--- config.mk ---
export PLATFORM = sky130hd
export DESIGN_NAME = spsv_rem
export DESIGN_NICKNAME = d
export VERILOG_FILES = /design/src/rtl/spsv_pkg.sv /design/src/rtl/spsv_rem.sv
export SDC_FILE = /design/constraint.sdc
export NUM_CORES = 1
export LEC_CHECK = 0
export ABC_AREA = 1
export BUFFER_PORTS_ARGS = -buffer_cell sky130_fd_sc_hd__buf_2
export CAP_MARGIN = 15
export CORE_MARGIN = 5
export CORE_UTILIZATION = 32
export CTS_BUF_LIST = sky130_fd_sc_hd__clkbuf_16
export DETAILED_ROUTE_END_ITERATION = 12
export GPL_ROUTABILITY_DRIVEN = 0
export PLACE_DENSITY = 0.61
export SYNTH_ARGS = -nofsm -noshare
export SYNTH_HDL_FRONTEND = slang
export SYNTH_SLANG_ARGS = --single-unit
--- constraint.sdc ---
create_clock -name clk -period 3.2 [get_ports clk]
set_clock_uncertainty 0.2 [all_clocks]
set_input_delay 0.32 -clock clk [delete_from_list [all_inputs] [get_ports clk]]
set_output_delay 0.32 -clock clk [all_outputs]
set_load 0.02 [all_outputs]
--- src/rtl/spsv_pkg.sv ---
// ----------------------------------------------------------------------------
// Segmented prime sieve package
// Shared constants, codes, types and the live-bit mask helper for the block.
// ----------------------------------------------------------------------------
package spsv_pkg;

  localparam int SIEVE_BITS = 4096;
  localparam int WORD_BITS  = 64;
  localparam int WORD_COUNT = SIEVE_BITS / WORD_BITS;
  localparam int ADDR_W     = $clog2(WORD_COUNT);
  localparam int BIT_W      = $clog2(WORD_BITS);
  localparam int IDX_W      = ADDR_W + BIT_W;

  localparam int GROUP_W    = 8;
  localparam int BYTE_COUNT = WORD_BITS / GROUP_W;
  localparam int BYTE_W     = (BYTE_COUNT > 1) ? $clog2(BYTE_COUNT) : 1;
  localparam int LOW_W      = $clog2(GROUP_W);

  localparam int FUNC_W     = 2;
  localparam int VALUE_W    = 32;
  localparam int NEXT_W     = 33;
  localparam int FIRST_W    = 32;
  localparam int SIZE_W     = 13;
  localparam int PROD_W     = 2 * VALUE_W;
  localparam int CFG_IDX_W  = 1;
  localparam int CFG_DATA_W = 32;
  localparam int CNT_W      = $clog2(VALUE_W);

  localparam logic [FIRST_W-1:0] FIRST_RESET = FIRST_W'(2);
  localparam logic [SIZE_W-1:0]  SIZE_RESET  = SIZE_W'(4096);

  typedef logic [WORD_BITS-1:0] word_t;

  typedef enum logic [CFG_IDX_W-1:0] {
    REG_BLOCK_FIRST = 1'b0,
    REG_BLOCK_SIZE  = 1'b1
  } cfg_reg_t;

  typedef enum logic [FUNC_W-1:0] {
    FUNC_INIT    = 2'd0,
    FUNC_FIND    = 2'd1,
    FUNC_SCRATCH = 2'd2
  } func_t;

  typedef enum logic [3:0] {
    S_IDLE,
    S_DECODE,
    S_FILL,
    S_FIND_RD,
    S_FIND_CHK,
    S_FIND_ENC,
    S_FIND_SUM,
    S_DIV_GO,
    S_DIV_WAIT,
    S_MUL,
    S_MUL_SUB,
    S_SWEEP_CHK,
    S_SC_RD,
    S_SC_CLR,
    S_RESP
  } state_t;

  typedef struct packed {
    logic              rd_en;
    logic [ADDR_W-1:0] rd_addr;
    logic              wr_en;
    logic [ADDR_W-1:0] wr_addr;
    word_t             wr_data;
  } mem_req_t;

  typedef struct packed {
    logic               start;
    logic [VALUE_W-1:0] dividend;
    logic [VALUE_W-1:0] divisor;
  } rem_req_t;

  typedef struct packed {
    logic               busy;
    logic               done;
    logic [VALUE_W-1:0] remainder;
  } rem_sts_t;

  // Bits of word w that stand for numbers inside a block of n numbers.
  function automatic word_t live_mask(input logic [ADDR_W-1:0] w,
                                      input logic [SIZE_W-1:0] n);
    logic [IDX_W:0] lo;
    logic [IDX_W:0] span;
    word_t          m;
    lo   = {1'b0, w, {BIT_W{1'b0}}};
    span = (IDX_W + 1)'(n) - lo;
    if ((IDX_W + 1)'(n) <= lo) begin
      m = '0;
    end else if (span >= (IDX_W + 1)'(WORD_BITS)) begin
      m = '1;
    end else begin
      m = ~({WORD_BITS{1'b1}} << span[BIT_W-1:0]);
    end
    return m;
  endfunction

endpackage

--- src/rtl/spsv_rem.sv ---
// ----------------------------------------------------------------------------
// Sieve remainder unit
// Restoring divider that yields dividend mod divisor, one quotient bit
// per cycle.
// ----------------------------------------------------------------------------
module spsv_rem (
  input  logic               clk,
  input  logic               rst,
  input  spsv_pkg::rem_req_t req,
  output spsv_pkg::rem_sts_t sts
);
  import spsv_pkg::*;

  logic               busy;
  logic               done;
  logic [CNT_W-1:0]   cnt;
  logic [VALUE_W-1:0] dvd;
  logic [VALUE_W-1:0] dvs;
  logic [VALUE_W:0]   part;
  logic [VALUE_W:0]   shifted;
  logic [VALUE_W:0]   diff;

  assign shifted = {part[VALUE_W-1:0], dvd[VALUE_W-1]};
  assign diff    = shifted - {1'b0, dvs};

  always_ff @(posedge clk) begin
    if (rst) begin
      busy <= 1'b0;
      done <= 1'b0;
      cnt  <= '0;
    end else begin
      done <= 1'b0;
      if (req.start) begin
        busy <= 1'b1;
        cnt  <= '0;
      end else if (busy) begin
        cnt <= cnt + 1'b1;
        if (cnt == CNT_W'(VALUE_W - 1)) begin
          busy <= 1'b0;
          done <= 1'b1;
        end
      end
    end
  end

  always_ff @(posedge clk) begin
    if (req.start) begin
      dvd  <= req.dividend;
      dvs  <= req.divisor;
      part <= '0;
    end else if (busy) begin
      // A borrow out of the top bit means the trial subtract failed.
      part <= diff[VALUE_W] ? shifted : diff;
      dvd  <= {dvd[VALUE_W-2:0], 1'b0};
    end
  end

  assign sts.busy      = busy;
  assign sts.done      = done;
  assign sts.remainder = part[VALUE_W-1:0];

endmodule

==> summary.txt <==
Synthesis
  • Synth Area per Inst: 6.74 um2
  • Syn Nets: 1,122
  • Asr flop ratio synth: 0
  • Cells after Synth: 1,020
  • Top cells by area, synth: edfxtp_1, nand2_1, dfxtp_1
  • Yosys top cell by area: edfxtp_1
  • Post-synth top area share: 0.279
  • Sequential-to-total area share from yosys stat: 0.393
  • Post-Syn Area: slightly below 7000 um2
  • Unique masters post-synth: 33
  • Yosys warning total: 0
  • Top FF cell, synth: edfxtp_1
  • #FFs+latches synth: approximately 100
  • Number of flops mapped to enable cells by yosys: 64

Finish
  • Fillers: 2,279
  • Sequential Area: approximately 2700 um2
  • Layout Utilization: 0.391
  • Multi-input logic area: 3280 um2
  • Commonest non-fill, non-tap cells in the layout: nand2_1, inv_1, buf_2
  • Share of cells above drive strength 1: 0.134
  • Final Net Count: around 1.3k
  • Most common cell after layout, fill and taps aside: nand2_1
  • Area Growth Syn to Fin: 19.9%
  • Number of diodes: 0
  • Design Area, Final: 8250 um2

Routing
  • Final antenna-violating net count: 0
  • First DRT Iteration DRCs: about 350
  • DR DRC count: 0
  • Wirelength per Cell: roughly 12 um
  • Total number of vias: roughly 6.2k
  • Vias per cell: 4.37
  • Pre-antenna DRT Iters: 5
  • Total wire length: 17,300 um

Min path
  • Hold Startpoint: req[52]
  • Hold depth: 3
  • Hold crit path type: in -> reg
  • Hold EP: dvd[20]

STA
  • TNS Setup: 0 ps
  • Worst setup margin: 512 ps
  • Tcrit/Tclk final: 0.840
  • Endpoints failing hold: 0
  • Fin crit period: 2690 ps
  • Hold WS: 17.2 ps
  • Pins Over Slew Limit: 0
  • FMAX: 372 MHz
  • Slew @ Worst Pin: 943 ps
  • Rel. slew slack: 0.371
  • Final setup fails: 0
  • RSZ-0062 raised after global routing: false

Critical path
  • Critical path launch point type: flip-flop
  • Critical R2R Capture: part[18]
  • Crit end category: flip-flop
  • CP Launch Point: part[0]
  • WP data arrival: 2740 ps
  • Max FO, Critical Path: 32
  • Setup slack, reg-to-reg: approximately 500 ps
  • Crit Path Category: reg -> reg
  • R2R Path Start: part[0]
  • CP required: 3250 ps
  • R2r worst-path depth: 16

Clocking
  • TritonCTS clock tree: done
  • Clock Root Buffer: clkbuf_16
  • CTS Buf Count: 9
  • Skew-Pair Late Insertion Delay: around 370 ps
  • CTS clk-pin slew, worst paths: 80 ps
  • CTS Sinks: 103
  • Clock tree buffer depth: 2
  • H-tree depth: 3

GRT
  • GRT Util Overall: 0.144
  • Initial antenna violation count: 0
  • First-pass GRT wire length: ~28,000 um
  • Vias in the first global route: approximately 6k
  • Largest net degree at the start of global routing: 54
  • Total grt overflow: 0

Placement
  • Port bufs: 100
  • Dpl cell area: 7620 um2
  • Pre-CTS WS: 528 ps
  • Post-detail-place hpwl: 13,400 um

Run
  • Maxcap violations: 0

Status
  • Status: finished, final reports clean

Floorplan
  • # rows: 53
  • Die width: 157 um
  • Effective utilization at floorplan: 0.326
  • Die area: 24,500 um2
  • I/O pin total: 101
  • Core Region: approximately 21,000 um2
  • Chip Height: 157 um

Power and ir drop
  • Leak pwr: around 4.6 nW
  • Power Dens Cells: 364 nW/um2
  • VDD IR max: 0.276 mV
## layout make-up
class | instances | share of cell area
repair buffers | 140 | 0.107
clock buffers | 9 | 0.0273
multi-input cells | 694 | 0.397
well taps | 275 | 0.0417
clock inverters | 7 | 0.00728
flip-flops and latches | 103 | 0.328
inverters | 201 | 0.0914
## logic make-up after synthesis
group | synth area share
AOI/OAI and AO/OA | 0.0289
adders and majority gates | 0.0648
DFF | 0.393
and+or+nand+nor | 0.363
xor gates and xnor gates | 0.0191
buffers and inverters | 0.131
## state kept, by name, indices dropped and copies added (netlist names)
register and flops:
cnt 5, part 32, done 1, dvd 32, busy 1, dvs 32
## timing repair
item	4_1_cts	5_1_grt
hold buffers	34	0
setup buffers	0	0
gates resized for setup	0	0
setup endpoints to repair	0	0
hold endpoints to repair	35	0
## worst max-delay path by stage
| stage | cells after the start | slack, ps | endpoint |
|---|---|---|---|
| final | 16 | 510 | part[18] |
| after global routing | 15 | 240 | part[30] |
| after CTS | 16 | 510 | part[28] |
| after detailed placement | 16 | 530 | part[28] |
| after global placement | 16 | 620 | part[24] |
| after floorplan | 17 | 790 | part[7] |
## worst max-delay path: stages, from the launching register on
cell	delay, ps
dfxtp_1	440
inv_1	120
fa_1	470
inv_1	90
nand2_1	50
nand2_1	70
nand3_1	80
nand2_2	110
nand2_1	70
nand2_2	80
nand2_2	70
nand2_2	80
nand2_2	70
nand2_4	330
nand2_1	90
nand3_1	100
nand2_1	50
## synthesized netlist by cell type, types with 3 or more instances
| master | number |
|---|---|
| nor2_2 | 3 |
| inv_2 | 5 |
| inv_1 | 196 |
| o21ai_0 | 6 |
| nor2_1 | 44 |
| and2_1 | 8 |
| nand4_1 | 9 |
| nand3b_1 | 3 |
| a21oi_1 | 26 |
| o21bai_1 | 3 |
| clkbuf_1 | 10 |
| nand3_1 | 56 |
| edfxtp_1 | 64 |
| nand2_1 | 451 |
| buf_4 | 4 |
| nand2_2 | 20 |
| buf_6 | 6 |
| xor2_1 | 3 |
| nor3_1 | 4 |
| dfxtp_1 | 39 |
| and3_1 | 4 |
| ha_1 | 34 |
| xnor2_1 | 12 |
## power breakdown
| group | total [W] | switching [W] | internal, W |
|---|---|---|---|
| Combinational | 0.000387 | 0.000235 | 0.000153 |
| Clock | 0.00109 | 0.000547 | 0.000545 |
| Sequential | 0.00152 | 0.0000243 | 0.00150 |
## layer usage
metal | vias up | track usage | part of all wire
met3 | 22 | 0.0412 | 0.064
met2 | 130 | 0.240 | 0.46
met1 | 2752 | 0.182 | 0.46
met4 | 0 | 0.0393 | 0.016
li1 | 3342 | - | -
met5 | - | 0 | 0
## metrics by stage
step | total power, W | instances
2_1_floorplan | 0.00179 | 1020
3_3_place_gp | 0.00191 | 1379
3_5_place_dp | 0.00191 | 1379
4_1_cts | 0.00305 | 1429
5_1_grt | 0.00316 | 1429
6_report | 0.00300 | 1429
Power figures use the tool's default switching activity.
