File: src/rtl/spsv_pkg.sv
// ----------------------------------------------------------------------------
// Segmented prime sieve package
// Shared constants, codes, types and the live-bit mask helper for the block.
// ----------------------------------------------------------------------------
package spsv_pkg;

  localparam int SIEVE_BITS = 4096;
  localparam int WORD_BITS  = 64;
  localparam int WORD_COUNT = SIEVE_BITS / WORD_BITS;
  localparam int ADDR_W     = $clog2(WORD_COUNT);
  localparam int BIT_W      = $clog2(WORD_BITS);
  localparam int IDX_W      = ADDR_W + BIT_W;

  localparam int GROUP_W    = 8;
  localparam int BYTE_COUNT = WORD_BITS / GROUP_W;
  localparam int BYTE_W     = (BYTE_COUNT > 1) ? $clog2(BYTE_COUNT) : 1;
  localparam int LOW_W      = $clog2(GROUP_W);

  localparam int FUNC_W     = 2;
  localparam int VALUE_W    = 32;
  localparam int NEXT_W     = 33;
  localparam int FIRST_W    = 32;
  localparam int SIZE_W     = 13;
  localparam int PROD_W     = 2 * VALUE_W;
  localparam int CFG_IDX_W  = 1;
  localparam int CFG_DATA_W = 32;
  localparam int CNT_W      = $clog2(VALUE_W);

  localparam logic [FIRST_W-1:0] FIRST_RESET = FIRST_W'(2);
  localparam logic [SIZE_W-1:0]  SIZE_RESET  = SIZE_W'(4096);

  typedef logic [WORD_BITS-1:0] word_t;

  typedef enum logic [CFG_IDX_W-1:0] {
    REG_BLOCK_FIRST = 1'b0,
    REG_BLOCK_SIZE  = 1'b1
  } cfg_reg_t;

  typedef enum logic [FUNC_W-1:0] {
    FUNC_INIT    = 2'd0,
    FUNC_FIND    = 2'd1,
    FUNC_SCRATCH = 2'd2
  } func_t;

  typedef enum logic [3:0] {
    S_IDLE,
    S_DECODE,
    S_FILL,
    S_FIND_RD,
    S_FIND_CHK,
    S_FIND_ENC,
    S_FIND_SUM,
    S_DIV_GO,
    S_DIV_WAIT,
    S_MUL,
    S_MUL_SUB,
    S_SWEEP_CHK,
    S_SC_RD,
    S_SC_CLR,
    S_RESP
  } state_t;

  typedef struct packed {
    logic              rd_en;
    logic [ADDR_W-1:0] rd_addr;
    logic              wr_en;
    logic [ADDR_W-1:0] wr_addr;
    word_t             wr_data;
  } mem_req_t;

  typedef struct packed {
    logic               start;
    logic [VALUE_W-1:0] dividend;
    logic [VALUE_W-1:0] divisor;
  } rem_req_t;

  typedef struct packed {
    logic               busy;
    logic               done;
    logic [VALUE_W-1:0] remainder;
  } rem_sts_t;

  // Bits of word w that stand for numbers inside a block of n numbers.
  function automatic word_t live_mask(input logic [ADDR_W-1:0] w,
                                      input logic [SIZE_W-1:0] n);
    logic [IDX_W:0] lo;
    logic [IDX_W:0] span;
    word_t          m;
    lo   = {1'b0, w, {BIT_W{1'b0}}};
    span = (IDX_W + 1)'(n) - lo;
    if ((IDX_W + 1)'(n) <= lo) begin
      m = '0;
    end else if (span >= (IDX_W + 1)'(WORD_BITS)) begin
      m = '1;
    end else begin
      m = ~({WORD_BITS{1'b1}} << span[BIT_W-1:0]);
    end
    return m;
  endfunction

endpackage

File: src/rtl/spsv_mem.sv
// ----------------------------------------------------------------------------
// Sieve word store
// Candidate bit words with one read and one write port and registered read
// data. A per-word written flag makes untouched words read as all ones.
// ----------------------------------------------------------------------------
module spsv_mem (
  input  logic               clk,
  input  logic               rst,
  input  spsv_pkg::mem_req_t req,
  output spsv_pkg::word_t    rdata
);
  import spsv_pkg::*;

  word_t                 store [WORD_COUNT];
  logic [WORD_COUNT-1:0] written;
  word_t                 raw;
  logic                  raw_valid;

  always_ff @(posedge clk) begin
    if (req.wr_en) begin
      store[req.wr_addr] <= req.wr_data;
    end
    if (req.rd_en) begin
      raw <= store[req.rd_addr];
    end
  end

  always_ff @(posedge clk) begin
    if (rst) begin
      written   <= '0;
      raw_valid <= 1'b0;
    end else begin
      if (req.wr_en) begin
        written[req.wr_addr] <= 1'b1;
      end
      if (req.rd_en) begin
        raw_valid <= written[req.rd_addr];
      end
    end
  end

  // After reset every word reads as the full-block pattern, which is all ones.
  assign rdata = raw_valid ? raw : '1;

endmodule

File: config.mk
export PLATFORM = sky130hd
export DESIGN_NAME = spsv_mem
export DESIGN_NICKNAME = d
export VERILOG_FILES = /design/src/rtl/spsv_pkg.sv /design/src/rtl/spsv_mem.sv
export SDC_FILE = /design/constraint.sdc
export NUM_CORES = 2
export LEC_CHECK = 0
export BUFFER_PORTS_ARGS = -buffer_cell sky130_fd_sc_hd__buf_2
export CORE_UTILIZATION = 60
export DETAILED_ROUTE_END_ITERATION = 7
export PLACE_DENSITY = 0.72
export SYNTH_ARGS = -nofsm -noshare
export SYNTH_HDL_FRONTEND = slang
export SYNTH_SLANG_ARGS = --single-unit
File: constraint.sdc
create_clock -name clk -period 16.2 [get_ports clk]
set_input_delay 0.81 -clock clk [delete_from_list [all_inputs] [get_ports clk]]
set_output_delay 0.81 -clock clk [all_outputs]
set_load 0.005 [all_outputs]
==> reports/qor.json <==
{
  "first_global_vias": 75800,
  "cts_htree_levels": 5,
  "dpl.hpwl_um": 207600,
  "initial_core_util_pct": 60.29,
  "ys_types": 32,
  "groute.layer.met1.usage_pct": 44.94,
  "regToRegEndpoint": "raw[27]",
  "critical_path.cell_chain": "buf_12 > buf_4 > buf_4 > buf_4 > mux4_2 > mux4_2 > a22oi_1 > nand2_1",
  "drv_slew": 0,
  "layout_common_cells": "sky130_fd_sc_hd__edfxtp_1 (4160), sky130_fd_sc_hd__mux4_2 (1290), sky130_fd_sc_hd__clkbuf_16 (418)",
  "power-per-cell-area_nw_per_um2": 126.3,
  "post_drt_via_cell_ratio": 7.185,
  "netlist_area_pre_place_um2": 159700,
  "floorplan.die_area_um2": 268200,
  "end_kind": "register",
  "wire_length_of_the_first_global_routing_pass_um": 588200,
  "initial_antenna_violation_count": 31,
  "setup_total_negative_slack_ns": 0,
  "average_cell_area_after_synthesis_um2": 25.03,
  "mappedNetlistNets": 6460,
  "mostFrequentLayoutCell": "sky130_fd_sc_hd__edfxtp_1",
  "cp_data_required_time_ns": 16.84,
  "die-width_um": 517.9,
  "critPathMostFrequentCell": "sky130_fd_sc_hd__buf_4",
  "cell_with_the_largest_stage_delay_on_the_worst_path": "sky130_fd_sc_hd__buf_4",
  "post_cts_resize_count": 0,
  "timing.reg2reg.worst_path_depth": 4,
  "clock_sink_count": 4225,
  "synth_cells": 6380,
  "placed_cell_area_um2": 165300,
  "timing.final.setup_violations": 0,
  "cts.root.buffer_cell": "sky130_fd_sc_hd__clkbuf_16",
  "antenna_left": 0,
  "slew_headroom_pct": 11.78,
  "gp_congestion": 0.7872,
  "grt-ovfl-total": 0,
  "worstReg2RegStart": "store[52][27]",
  "firstDrtPassIters": 5,
  "layout.nets": 6861,
  "leakagePower_nw": 55.23,
  "layout_cell_area_excl_fill_um2": 178600,
  "layout_setup_ws_ns": 11.42,
  "port-buffer-count": 143,
  "maxCapViolCount": 0,
  "crit_start": "req[71]",
  "place_ws_ns": 10.34,
  "clock_path_buffers": 4,
  "hold_path.class": "in2reg",
  "ys_dominant_reg_cell": "sky130_fd_sc_hd__edfxtp_1",
  "crit_path_start_kind": "input pin",
  "run_status": "finished, final reports clean",
  "clock.fmax_mhz": 209.1,
  "holdWs_ns": 0.3472,
  "die-height_um": 517.9,
  "critical_path.max_stage_delay_ns": 0.87,
  "worstSkewPairLatency_ns": 0.93,
  "synth-edff-count": 4160,
  "drt_drc_violations_left": 0,
  "final_core_util_pct": 67.43,
  "unrepaired_setup_endpoints_after_global_routing": "false",
  "number_of_primary_i_o_pins": 144,
  "drive_gt1_share_pct": 32.27,
  "fin_worst_skew_ns": 0.03758,
  "wl_um": 423800,
  "power.ir.vdd_worst_uv": 112.4,
  "setup.reg_to_reg.worst_slack_ns": 13.91,
  "crit_arrival_ns": 5.42,
  "period_minus_slack_ns": 4.782,
  "floorplan.rows": 189,
  "cts_buffers": 409,
  "final_hold_viol_count": 0,
  "crit_fanout": 99,
  "grt.busiest_layer": "met2",
  "synthArstFlopShare_pct": 0,
  "crit_path_end": "raw[55]",
  "gr_met3_demand_resource_pct": 6.264,
  "fill_cells": 15760,
  "min_path_cells": 1,
  "post_cts.repair.setup_buffers": 0,
  "detail_route.iter0.violations": 12000,
  "sequential_cell_area_fraction_in_the_yosys_report_pct": 79.04,
  "vias": 76560,
  "postSynthRegisterBits": 4225,
  "synthToLayoutAreaGrowth_pct": 11.84,
  "final_min_period_over_clock_period_pct": 29.52,
  "tritoncts": "yes",
  "yosys_warnings": 0,
  "clock_pin_slew_of_the_registers_on_the_worst_case_setup_and_hold_paths_ns": 0.06,
  "worst-slew-pin-transition_ns": 1.323,
  "post_cts_hold_buffer_count": 0,
  "total_global_route_track_usage_pct": 31.83,
  "grt_max_degree": 164,
  "detail_route.wl_per_cell_um": 39.77,
  "worst-setup-path-type": "in2reg",
  "grtUsageMet2_pct": 50.34,
  "area_of_the_placeable_core_um2": 264900
}
-- registers in the layout (all words and copies together) (netlist names) --
name / cells
written: 64
raw: 64
raw_valid: 1
store: 4096
-- logic make-up after synthesis --
group,count (synthesis),share of synthesized area (%)
muxes,1297,18.24
DFF,4225,79.04
buffers and inverters,340,0.9825
and+or+nand+nor,369,1.030
AOI/OAI and AO/OA,149,0.7067
-- how the worst min path moves through the flow --
stage | endpoint | startpoint
after floorplan | written[18] | written[18]
after global placement | written[34] | written[34]
after detailed placement | written[27] | written[27]
after CTS | raw[56] | req[77]
after global routing | raw[57] | req[77]
final | raw[57] | req[77]
-- per-stage QoR --
stage / total power [mW] / instances
floorplan: 12.94 / 6380
global placement: 13.30 / 9903
detailed placement: 13.32 / 9903
CTS: 22.64 / 10640
global route: 23.08 / 10640
finish: 22.56 / 10660
-- critical path: cells and delay by family --
family	cells	cell delay, ns
AO/OA/AOI/OAI	1	0.27
buffers and inverters	4	2.97
multiplexers	2	1.08
AND/OR/NAND/NOR	1	0.11
-- layout make-up --
class | count | area [um2] | area share [%]
multi-input cells | 1815 | 32400 | 18.14
repair buffers | 330 | 2296 | 1.286
well taps | 3533 | 4420 | 2.475
diodes | 21 | 52.55 | 0.02942
clock inverters | 248 | 2491 | 1.395
clock buffers | 484 | 10720 | 6.001
flip-flops and latches | 4225 | 126200 | 70.67
-- layer usage --
metal	wire length, um	up-vias
li1	-	28530
met3	47820	1017
met1	152900	41310
met2	204800	5685
met4	18040	20
met5	127	-
-- cell usage after synthesis, types with 2 or more instances --
library cell                number  area, um2
sky130_fd_sc_hd__buf_2          84      420.4
sky130_fd_sc_hd__nor4_1          2      12.51
sky130_fd_sc_hd__nand3_1        10      50.05
sky130_fd_sc_hd__nor3_1          4      20.02
sky130_fd_sc_hd__buf_6          13      146.4
sky130_fd_sc_hd__dfxtp_1        65       1301
sky130_fd_sc_hd__mux4_2       1290      29050
sky130_fd_sc_hd__a22oi_1       130      975.9
sky130_fd_sc_hd__nand2b_1       73      456.7
sky130_fd_sc_hd__nor2_1        186      698.2
sky130_fd_sc_hd__clkbuf_1      169      634.4
sky130_fd_sc_hd__o21ba_2         4      40.04
sky130_fd_sc_hd__buf_1          50      187.7
sky130_fd_sc_hd__nand2_1        73      274.0
sky130_fd_sc_hd__mux2_2          5      56.30
sky130_fd_sc_hd__a2111oi_0       3      26.28
sky130_fd_sc_hd__a311oi_1        2      17.52
sky130_fd_sc_hd__o22ai_1         2      12.51
sky130_fd_sc_hd__edfxtp_1     4160     124900
sky130_fd_sc_hd__a211oi_1        3      22.52
sky130_fd_sc_hd__nor2b_1        15      93.84
sky130_fd_sc_hd__and2_1          2      12.51
sky130_fd_sc_hd__buf_4          24      180.2
sky130_fd_sc_hd__mux2i_1         2      20.02
sky130_fd_sc_hd__nand4_1         2      12.51
-- where the power goes --
part	internal, mW	switching (mW)
Combinational	0.399	0.556
Sequential	12.1	0.0347
Clock	5.46	4.01
Total	18.0	4.60
Note: power is estimated with default switching activity, not from simulation.
